### src/design/rac_pkg.sv
// Shared types and codes for the region access checker.
`timescale 1ns / 1ps
package rac_pkg;

  localparam int ADDR_W = 64;

  localparam logic [1:0] REQ_ADD   = 2'd0;
  localparam logic [1:0] REQ_SEAL  = 2'd1;
  localparam logic [1:0] REQ_CHECK = 2'd2;

  localparam logic [3:0] ST_OK          = 4'd0;
  localparam logic [3:0] ST_INVALID     = 4'd1;
  localparam logic [3:0] ST_OVERLAP     = 4'd2;
  localparam logic [3:0] ST_FULL        = 4'd3;
  localparam logic [3:0] ST_SEALED      = 4'd4;
  localparam logic [3:0] ST_MISALIGNED  = 4'd5;
  localparam logic [3:0] ST_CODE_WRITE  = 4'd6;
  localparam logic [3:0] ST_READ_FAULT  = 4'd7;
  localparam logic [3:0] ST_WRITE_FAULT = 4'd8;

  localparam int RIGHT_READ  = 0;
  localparam int RIGHT_WRITE = 1;
  localparam int RIGHT_CODE  = 2;

  // One table entry; lim is the exclusive end, base + size.
  typedef struct packed {
    logic [ADDR_W-1:0] base;
    logic [ADDR_W-1:0] lim;
    logic [2:0]        rights;
  } region_t;

  typedef struct packed {
    logic hit;
    logic overlap;
    logic reach;
  } cmp_res_t;

endpackage

### src/design/rac_table.sv
// Region table memory: one write port, one registered read port.
`timescale 1ns / 1ps
module rac_table
  import rac_pkg::*;
#(
  parameter int DEPTH = 8,
  parameter int IDX_W = 3
) (
  input  logic             clk,
  input  logic             wr_en,
  input  logic [IDX_W-1:0] wr_idx,
  input  region_t          wr_data,
  input  logic             rd_en,
  input  logic [IDX_W-1:0] rd_idx,
  output region_t          rd_data
);

  region_t mem [DEPTH];

  always_ff @(posedge clk) begin
    if (wr_en) begin
      mem[wr_idx] <= wr_data;
    end
    if (rd_en) begin
      rd_data <= mem[rd_idx];
    end
  end

endmodule

### config.mk
export PLATFORM = sky130hd
export DESIGN_NAME = rac_table
export DESIGN_NICKNAME = d
export VERILOG_FILES = /design/src/design/rac_pkg.sv /design/src/design/rac_table.sv
export SDC_FILE = /design/constraint.sdc
export NUM_CORES = 1
export LEC_CHECK = 0
export BUFFER_PORTS_ARGS = -buffer_cell sky130_fd_sc_hd__clkbuf_2
export CORE_MARGIN = 2
export CORE_UTILIZATION = 40
export DETAILED_ROUTE_END_ITERATION = 7
export HOLD_SLACK_MARGIN = 0.05
export SLEW_MARGIN = 10
export SYNTH_ARGS = -nofsm -noshare
export SYNTH_HDL_FRONTEND = slang
export SYNTH_SLANG_ARGS = --single-unit
### constraint.sdc
create_clock -name clk -period 27.1 [get_ports clk]
set_input_delay 0 -clock clk [delete_from_list [all_inputs] [get_ports clk]]
set_output_delay 0 -clock clk [all_outputs]
set_load 0.02 [all_outputs]
==> Yosys cells after proc, flatten, opt, wreduce, memory -nomap -nowiden <==
Memories as Yosys holds them, arrays and structs flattened. A register that Yosys moved wholly into a read port is not among the register bits.
Cells that the tools add are included.
{ "word_totals": {"ff_bits": 0, "ramBits": 1048, "inputBits": 140, "output_inout_bits": 131, "elab_cells": 3, "n_memories": 1} }
{ "classes": {"muxes": 2} }
{ "memory_table": {"columns": ["memory", "words", "width", "read_ports", "rd_clocked_by_memory_dff", "write_ports", "line_no", "rtl"], "rows": [
  ["mem", 8, 131, 1, 1, 1, "rac_table.sv:18", "region_t mem [DEPTH];"]
]} }
{ "ops": {"columns": ["op", "count"], "rows": [
  ["two-way mux 1 bit", 2]
]} }

==> Depth between registers and ports, before layout <==
Gate-level depths: netlist of run 1.
{ "logic_depth": {"word_depth": 2, "mapped_depth": 5, "ltp_nobuf": 2} }

==> Worst setup path before layout of run 1 <==
No wires, ideal clock.
{ "synth_path": {"path_type": "input to register", "start": "in wr_idx[0]", "end": "mem mem[0][0] (netlist bit) (enable)", "setup_ns": 0.784, "arrival_time_ns": 9.039, "t_required_ns": 26.316, "setup_slack_ns": 17.278, "cell_stages": 1, "n_path_buf": 0, "cell_sequence": "nor3_1"} }
{ "synth_rtl": {"columns": ["item", "line_no", "rtl"], "rows": [
  ["from (decl)", "rac_table.sv:11", "input logic [IDX_W-1:0] wr_idx,"],
  ["to (decl)", "rac_table.sv:18", null]
]} }
Straight into the memory's write port.

==> Worst setup path in the final report of run 1 <==
{ "layout_path": {"start": "in wr_idx[1]", "end": "mem mem[1][72] (netlist bit) (enable)"} }
Straight into the memory's write port.

==> impl_summary.log, run 1 <==
[metrics] Hold Vio Cnt, Final: 0
[metrics] Relative slew margins: 33.5%
[metrics] count of state elements after synthesis: 1179
[metrics] drc violations: 0
[metrics] area of the core: 107000 um2
[metrics] CTS buffer count: 120
[metrics] Worst Hold Launch: wr_data[75]
[metrics] effective utilization at floorplan: 40.4%
[metrics] routed via count: 19100
[metrics] maximum clock skew at final layout: 0.0142 ns
[metrics] clock transition at the registers of the reported paths: 0.06 ns
[metrics] R2R setup slack: 25.67 ns
[metrics] Worst Hold Endpoint: mem[2][75]$_DFFE_PP_
[metrics] leading cell type in the layout, fill and taps excluded: edfxtp_1
[metrics] area used by multi-input combinational logic: 7490 um2
[metrics] Tcrit/Tclk final: 11.2%
[metrics] r2r worst-path depth: 2
[metrics] final cell count without fillers: 3647
[metrics] critical path's largest stage delay: 0.83 ns
[metrics] First-pass DRT Iterations: 5
[metrics] cell type with the largest total area after synthesis: edfxtp_1
[metrics] Vert. Die Dim: 333 um
[metrics] Pwr Total: 3.85 mW
[metrics] combined flip-flop and latch cell area: 35400 um2
[metrics] net switching share of the total power: 21.1%
[metrics] pin count of the biggest net entering global routing: 113
[metrics] unrepaired setup endpoints after global routing: false
[metrics] Rows: 120
[metrics] kind of critical path: in -> reg
[metrics] Worst Setup End Kind: flip-flop
[metrics] synthesized instance count: 1658
[metrics] clock latency at the later pin of the worst-skew pair: 0.70 ns
[metrics] Final setup viols: 0
[metrics] post-DR vias/cell: 5.22
[metrics] start of the worst register-to-register path: mem[2][47]$_DFFE_PP_
[metrics] Final Max Tran Viols: 0
[metrics] worst hold stages: 2
[metrics] worst reg2reg path endpoint: rd_data[47]$_DFFE_PP_
[metrics] fraction of the core area covered by cells at the end of the flow: 47.8%
[metrics] measured slew at the worst slew-check pin: 0.998 ns
[metrics] cell mode on critical path: buf_4
[metrics] minimum clock period: 3.03 ns
[metrics] number of inserted filler cells in the final layout: 8677
[metrics] net switching power of the design: 0.812 mW
[metrics] count of maximum capacitance violations: 0
[metrics] synthesis-to-finish area growth: 18.5%
[metrics] data arrival at the endpoint of the critical path: 3.36 ns
[metrics] crit-path max FO: 49
[metrics] clock sinks: 1179
[metrics] register share of total power: 54.7%
[metrics] mean instance size in the synthesized netlist: 26.1 um2
[metrics] die width: 333 um
[metrics] Inst Count DP: 3289
[metrics] Max IR drop VDD: 53.4 uV
[metrics] CP cell instances: dlygate4sd3_1 > clkbuf_2 > nand2b_1 > nor2_4 > buf_4 > buf_4 > buf_4
[metrics] Static Leakage: 16.7 nW
[metrics] post-synth top area share: 81.8%
[metrics] wire length of the first global-routing pass: 136 mm
[metrics] vias in the first global route: 20700
[metrics] share of synthesized area occupied by flip-flops and latches: 81.8%
[metrics] required time of the critical path: 27.43 ns
[metrics] GRT Util Overall: 16.6%
[metrics] maximum level of the CTS H-tree: 3
[metrics] Critical Path Source Type: input pin
[metrics] Int Power: 3.04 mW
[metrics] post-layout net count: 2285
[metrics] io pins: 271
[metrics] power per unit of standard cell area: 75.1 nW/um2
[metrics] post-synth net total: 1798
[metrics] Detail Placement HPWL: 47.1 mm
[metrics] Port Buffers: 270
[metrics] Post-Syn Area: 43300 um2
[metrics] slowest stage cell on the critical path: buf_4
[metrics] ANT nets after route: 0
[metrics] GP Congestion: 0.692
[metrics] Yosys warning total: 0
[metrics] total routed wirelength: 91.5 mm
[metrics] most area-consuming cells after synthesis: edfxtp_1 82%, mux4_2 14%, mux2_2 3.4%, buf_6 0.52%, buf_2 0.30%
[metrics] commonest non-fill, non-tap cells in the layout: 1179 x edfxtp_1, 266 x clkbuf_2, 262 x mux4_2
[metrics] Clock Tree Buf Depth: 3
[metrics] global route overflow: 0
[metrics] proportion of power drawn by combinational gates: 5.8%
[metrics] smallest hold slack: 0.121 ns
[metrics] count of unique library cells instantiated by Yosys: 11
[metrics] result of the run: complete, no violations
[metrics] routed wire length per instance: 25.1 um
[metrics] Die ar.: 111000 um2
[metrics] hold crit path type: in -> reg
[metrics] final total negative setup slack: 0 ns
[metrics] fraction of layout cells with a size suffix above 1: 38.5%
[metrics] Starting DRT DRC Count: 1462
[metrics] clock tree from TritonCTS: built
[metrics] fmax: 330 MHz
[metrics] clk root buf: clkbuf_16
[metrics] post-cts sizing count: 0
[metrics] Clk network pwr share: 39.5%
[metrics] number of antenna violations at the first check in global routing: 15
-- metrics by stage --
stage          setup slack [ns]  area [um2]
6_report                  24.07       51300
5_1_grt                   23.87       51300
4_1_cts                   24.03       51300
3_5_place_dp              23.67       46300
3_3_place_gp              23.71       46300
2_1_floorplan             17.28       43300
-- cells in the mapped netlist --
| cell | count |
|---|---|
| buf_1 | 8 |
| buf_2 | 26 |
| buf_6 | 20 |
| clkbuf_1 | 19 |
| edfxtp_1 | 1179 |
| mux2_2 | 131 |
| mux4_2 | 262 |
| nand2_1 | 2 |
| nand2b_1 | 3 |
| nor2_1 | 6 |
| nor3_1 | 2 |
-- worst max-delay path by stage --
stage | slack, ns | to | from | cells past startpoint
2_1_floorplan | 17.28 | mem[0][0]$_DFFE_PP_ | wr_idx[0] | 1
3_3_place_gp | 23.71 | mem[0][38]$_DFFE_PP_ | wr_idx[2] | 6
3_5_place_dp | 23.67 | rd_data[79]$_DFFE_PP_ | rd_idx[2] | 5
4_1_cts | 24.03 | mem[1][119]$_DFFE_PP_ | wr_idx[1] | 7
5_1_grt | 23.87 | mem[1][130]$_DFFE_PP_ | wr_idx[1] | 7
6_report | 24.07 | mem[1][72]$_DFFE_PP_ | wr_idx[1] | 7
-- worst max-delay path: cells and delay by family --
kind | cells | cell delay, ns
buffers and inverters | 5 | 2.93
and+or+nand+nor | 2 | 0.35
-- cell type report --
class | count | area share (%)
timing repair buffer | 438 | 5.90
clock inverter | 72 | 0.942
tap | 1403 | 3.42
sequential | 1179 | 69.0
clock buffer | 145 | 6.08
antenna | 4 | 0.0195
multi-input combinational | 406 | 14.6
-- logic make-up after synthesis --
family                 count (synthesis)  share of synthesized area [%]
buffers and inverters                 73                           1.05
DFF                                 1179                           81.8
muxes                                393                           17.0
and+or+nand+nor                       13                          0.136
-- state kept, by name (all words and copies together) (netlist names) --
register / count
rd_data: 131
mem: 1048
-- routing by layer --
metal | track usage [%] | wire, um | vias to the layer above
li1 | - | - | 8153
met1 | 23.2 | 40700 | 10300
met2 | 26.5 | 43900 | 439
met3 | 3.85 | 5210 | 135
met4 | 4.24 | 1620 | 16
met5 | 0 | 91 | -
-- what timing repair did --
item                                    CTS  global route
endpoints found under the hold margin  1164             0
hold buffers                            137             0
buffers inserted                          0             0
-- power groups by stage --
stage,Clock [mW],Combinational (mW),Sequential [mW]
4_1_cts,1.56,0.229,2.11
5_1_grt,1.64,0.242,2.11
3_5_place_dp,0,0.210,2.14
2_1_floorplan,0,0.107,2.16
6_report,1.52,0.224,2.10
3_3_place_gp,0,0.206,2.14
No activity file was read; power rests on OpenSTA's default activity.
==> inputs of run 2 (changes only) <==
--- a/config.mk
+++ b/config.mk
@@ -5,6 +5,7 @@
 export SDC_FILE = /design/constraint.sdc
 export NUM_CORES = 1
 export LEC_CHECK = 0
+export ABC_AREA = 1
 export BUFFER_PORTS_ARGS = -buffer_cell sky130_fd_sc_hd__clkbuf_2
 export CORE_MARGIN = 2
 export CORE_UTILIZATION = 40
==> constraint.sdc (replaced) <==
create_clock -name clk -period 2.5 [get_ports clk]
set_input_delay 0 -clock clk [delete_from_list [all_inputs] [get_ports clk]]
set_output_delay 0 -clock clk [all_outputs]
set_load 0.02 [all_outputs]
==> run 2 against run 1 <==
  * Worst setup slack got worse by 24 ns
  * Largest cell class unchanged
  * Die area grew 14%
  * Critical endpoint is now rd_data[4]$_DFFE_PP_
  * Register-to-register slack got worse by 25 ns
  * Highest routed layer unchanged
  * Sequential share of layout area down 9.5 points
  * Utilization rose by 0.86 points
==> impl_summary.log, run 2 <==
[metrics] Hold Vio Cnt, Final: 0 (unchanged)
[metrics] number of antenna violations at the first check in global routing: 14 (-1)
[metrics] Die ar.: 126000 um2 (+14%)
[metrics] largest registers: mem (1048), rd_data (131)
[metrics] CP cell instances: dlygate4sd3_1 > buf_8 > inv_12 > buf_4 > nand2_1 > nand3_1 > nand2_1 > nand2_1 > dlygate4sd3_1 > nand2_1 > dlygate4sd3_1
[metrics] number of synthesized flops with an enable pin: 1179 (unchanged)
[metrics] combined flip-flop and latch cell area: 35400 um2 (unchanged)
[metrics] Worst Setup End Kind: flip-flop
[metrics] fraction of layout cells with a size suffix above 1: 10.3% (-28 points)
[metrics] Buf/Inv on CP: 6 (+1)
[metrics] clock transition at the registers of the reported paths: 0.06 ns (about the same)
[metrics] count of unique library cells instantiated by Yosys: 12 (+1)
[metrics] cell type with the largest total area after synthesis: edfxtp_1
[metrics] wire length of the first global-routing pass: 179 mm (+32%)
[metrics] number of inserted filler cells in the final layout: 10800 (+24%)
[metrics] effective utilization at floorplan: 40.4% (about the same)
[metrics] largest family of logic cells by synthesized area: simple AND/OR/NAND/NOR gates
[metrics] post-synth top area share: 71.7% (-10 points)
[metrics] Final Max Tran Viols: 0 (unchanged)
[metrics] area used by multi-input combinational logic: 9160 um2 (+22%)
[metrics] Pwr Total: 44.8 mW (+1100%)
[metrics] share of synthesized area occupied by flip-flops and latches: 71.7% (-10 points)
[metrics] xor and xnor fraction of the mapped netlist area: 0% (unchanged)
[metrics] simple-gate share of the synthesized area: 18.4% (+18 points)
[metrics] vias in the first global route: 31000 (+50%)
[metrics] total routed wirelength: 117 mm (+27%)
[metrics] synthesis-to-finish area growth: 20.5%
[metrics] crit-path max FO: 50 (+2.0%)
[metrics] drc violations: 0 (unchanged)
[metrics] required time of the critical path: 3.02 ns (-24.41 ns)
[metrics] Max IR drop VDD: 660 uV (+1100%)
[metrics] fraction of synthesis flops using an asynchronous set or reset pin: 0% (unchanged)
[metrics] area of the core: 122000 um2 (+14%)
[metrics] synthesized instance count: 4676 (+180%)
[metrics] Worst Hold Launch: wr_data[82]
[metrics] data arrival at the endpoint of the critical path: 2.92 ns (-0.44 ns)
[metrics] power per unit of standard cell area: 754 nW/um2 (+900%)
[metrics] measured slew at the worst slew-check pin: 0.776 ns (-0.222 ns)
[metrics] Clock Tree Buf Depth: 3 (unchanged)
[metrics] leading cell type in the layout, fill and taps excluded: nand2_1
[metrics] Critical Path Source Type: input pin
[metrics] post-synth net total: 4816 (+170%)
[metrics] Port Buffers: 270 (unchanged)
[metrics] maximum clock skew at final layout: 0.0252 ns (+0.0110 ns)
[metrics] minimum clock period: 2.40 ns
[metrics] Static Leakage: 26.7 nW (+60%)
[metrics] Relative slew margins: 48.3% (+15 points)
[metrics] global route overflow: 0 (unchanged)
[metrics] pin count of the biggest net entering global routing: 133 (+18%)
[metrics] GRT Util Overall: 18.6% (+2.0 points)
[metrics] post-DR vias/cell: 4.59 (-12%)
[metrics] portion of netlist area occupied by mux cells: 0% (-17 points)
[metrics] Detail Placement HPWL: 59.6 mm (+27%)
[metrics] Yosys warning total: 0 (unchanged)
[metrics] flip-flop count of the largest register after layout: 1048 (unchanged)
[metrics] most area-consuming cells after synthesis: edfxtp_1 72%, nand2_1 13%, inv_1 8.0%, nand3_1 5.3%, buf_2 1.1%
[metrics] Tcrit/Tclk final: 96.2%
[metrics] routed via count: 31700 (+67%)
[metrics] post-layout net count: 5311 (+130%)
[metrics] maximum level of the CTS H-tree: 4 (+1)
[metrics] Post-Syn Area: 49400 um2 (+14%)
[metrics] most instantiated cells after synthesis: 1709 x nand2_1, 1179 x edfxtp_1, 1051 x inv_1, 524 x nand3_1, 113 x buf_2
[metrics] count of state elements after synthesis: 1179 (unchanged)
[metrics] commonest non-fill, non-tap cells in the layout: 1704 x nand2_1, 1179 x edfxtp_1, 1048 x inv_1
[metrics] clock latency at the later pin of the worst-skew pair: 0.77 ns (+0.07 ns)
[metrics] fmax: 416 MHz
[metrics] Rows: 128 (+6.7%)
[metrics] placed cell areas: 53000 um2 (+14%)
[metrics] GP Congestion: 0.748 (+8.0%)
[metrics] area share of fa/ha/maj cells after synthesis: 0% (unchanged)
[metrics] count leader, synth: nand2_1
[metrics] clock sinks: 1179 (unchanged)
[metrics] Most flops, register: mem
[metrics] worst hold stages: 2 (unchanged)
[metrics] compound-gate portion of the synthesized area: 0% (unchanged)
[metrics] ANT nets after route: 0 (unchanged)
[metrics] clock tree from TritonCTS: built
[metrics] routed wire length per instance: 16.9 um (-33%)
[metrics] worst reg2reg path endpoint: rd_data[4]$_DFFE_PP_
[metrics] Final setup viols: 0 (unchanged)
[metrics] die width: 355 um (+6.7%)
[metrics] Worst Hold Endpoint: mem[0][82]$_DFFE_PP_
[metrics] mean instance size in the synthesized netlist: 10.6 um2 (-60%)
[metrics] clk root buf: clkbuf_16
[metrics] io pins: 271 (unchanged)
[metrics] fin area: 59500 um2 (+16%)
[metrics] r2r worst-path depth: 8 (+6)
[metrics] count of maximum capacitance violations: 0 (unchanged)
[metrics] Starting DRT DRC Count: 2411 (+65%)
[metrics] Vert. Die Dim: 355 um (+6.7%)
[metrics] cell mode on critical path: nand2_1
[metrics] kind of critical path: in -> reg
[metrics] R2R setup slack: 0.42 ns (-25.25 ns)
[metrics] cell family with the largest share of critical-path delay: buffers and inverters
[metrics] hold crit path type: in -> reg
[metrics] start of the worst register-to-register path: mem[0][4]$_DFFE_PP_
[metrics] CTS buffer count: 130 (+8.3%)
[metrics] critical path's largest stage delay: 0.56 ns (-0.27 ns)
[metrics] First-pass DRT Iterations: 5 (unchanged)
[metrics] most used flip-flop cell after synthesis: edfxtp_1
[metrics] unrepaired setup endpoints after global routing: true
[metrics] slowest stage cell on the critical path: dlygate4sd3_1
[metrics] result of the run: complete, no violations
==> run 2: cell count changes after synthesis, moves of 87 or more <==
| cell | before | now |
|---|---|---|
| mux2_2 | 131 | 0 |
| nand2_1 | 2 | 1709 |
| buf_2 | 26 | 113 |
| nand3_1 | 0 | 524 |
| mux4_2 | 262 | 0 |
| inv_1 | 0 | 1051 |
==> run 2: timing repair <==
action,4_1_cts,5_1_grt
buffers inserted,0,0
hold buffers,228,0
resized for setup,0,2
endpoints found under the hold margin,1921,0
endpoints found under the setup margin,0,97
==> run 2: kinds of logic after synthesis <==
| group | after synthesis |
|---|---|
| and+or+nand+nor | 2241 |
| buffers and inverters | 1256 |
| DFF | 1179 |
==> run 2: final cells by class <==
cell class              instances  share of cell area (%)
clock buffers                 152                    5.68
well taps                    1625                    3.42
inverters                    1054                    6.69
multi-input cells            2241                    15.4
clock inverters                82                    1.38
diodes                         10                  0.0421
repair buffers                565                    7.90
flip-flops and latches       1179                    59.5
==> run 2: worst reg2reg max path, delay by kind of cell (launching register included) <==
| kind | cells | cell delay, ns |
|---|---|---|
| buf+inv | 3 | 1.18 |
| flops | 1 | 0.35 |
| simple gates | 5 | 0.30 |
==> run 2: through the flow <==
step                      setup TNS (ns)  hold slack [ns]  cells  worst slack, ns  utilization, %
after floorplan                    -4.65           0.0989   4676          -0.0123               -
after global placement                 0            0.276   6437            0.756            43.4
after detailed placement               0            0.278   6437            0.726            43.4
after CTS                              0           0.0512   6899           0.0486            48.7
after global routing             -0.0338           0.0771   6902          -0.0338            48.7
final                                  0           0.0968   6908           0.0962            48.7
==> run 2: routing by layer <==
metal | routed length [um] | up-vias | GRT usage [%]
met2 | 55100 | 757 | 30.7
met5 | 66 | - | 0
li1 | - | 15700 | -
met1 | 52300 | 15100 | 24.9
met4 | 2420 | 10 | 5.83
met3 | 6620 | 174 | 3.59
==> run 2: worst max path at each step <==
stage	startpoint	to	cells past startpoint	slack, ns
floorplan	wr_idx[1]	mem[0][0]$_DFFE_PP_	3	-0.01
CTS	wr_idx[0]	mem[1][111]$_DFFE_PP_	7	0.05
global placement	rd_idx[0]	rd_data[103]$_DFFE_PP_	8	0.76
global route	rd_idx[1]	rd_data[4]$_DFFE_PP_	10	-0.03
finish	rd_idx[0]	rd_data[4]$_DFFE_PP_	11	0.1
detailed placement	rd_idx[0]	rd_data[109]$_DFFE_PP_	8	0.73
==> run 2: report_power, final <==
group	switching, mW	leakage, nW	total [mW]	internal, mW
sequential	0.210	10.8	22.8	22.6
combinational	2.15	13.8	3.23	1.07
clock	7.97	2.06	18.8	10.8
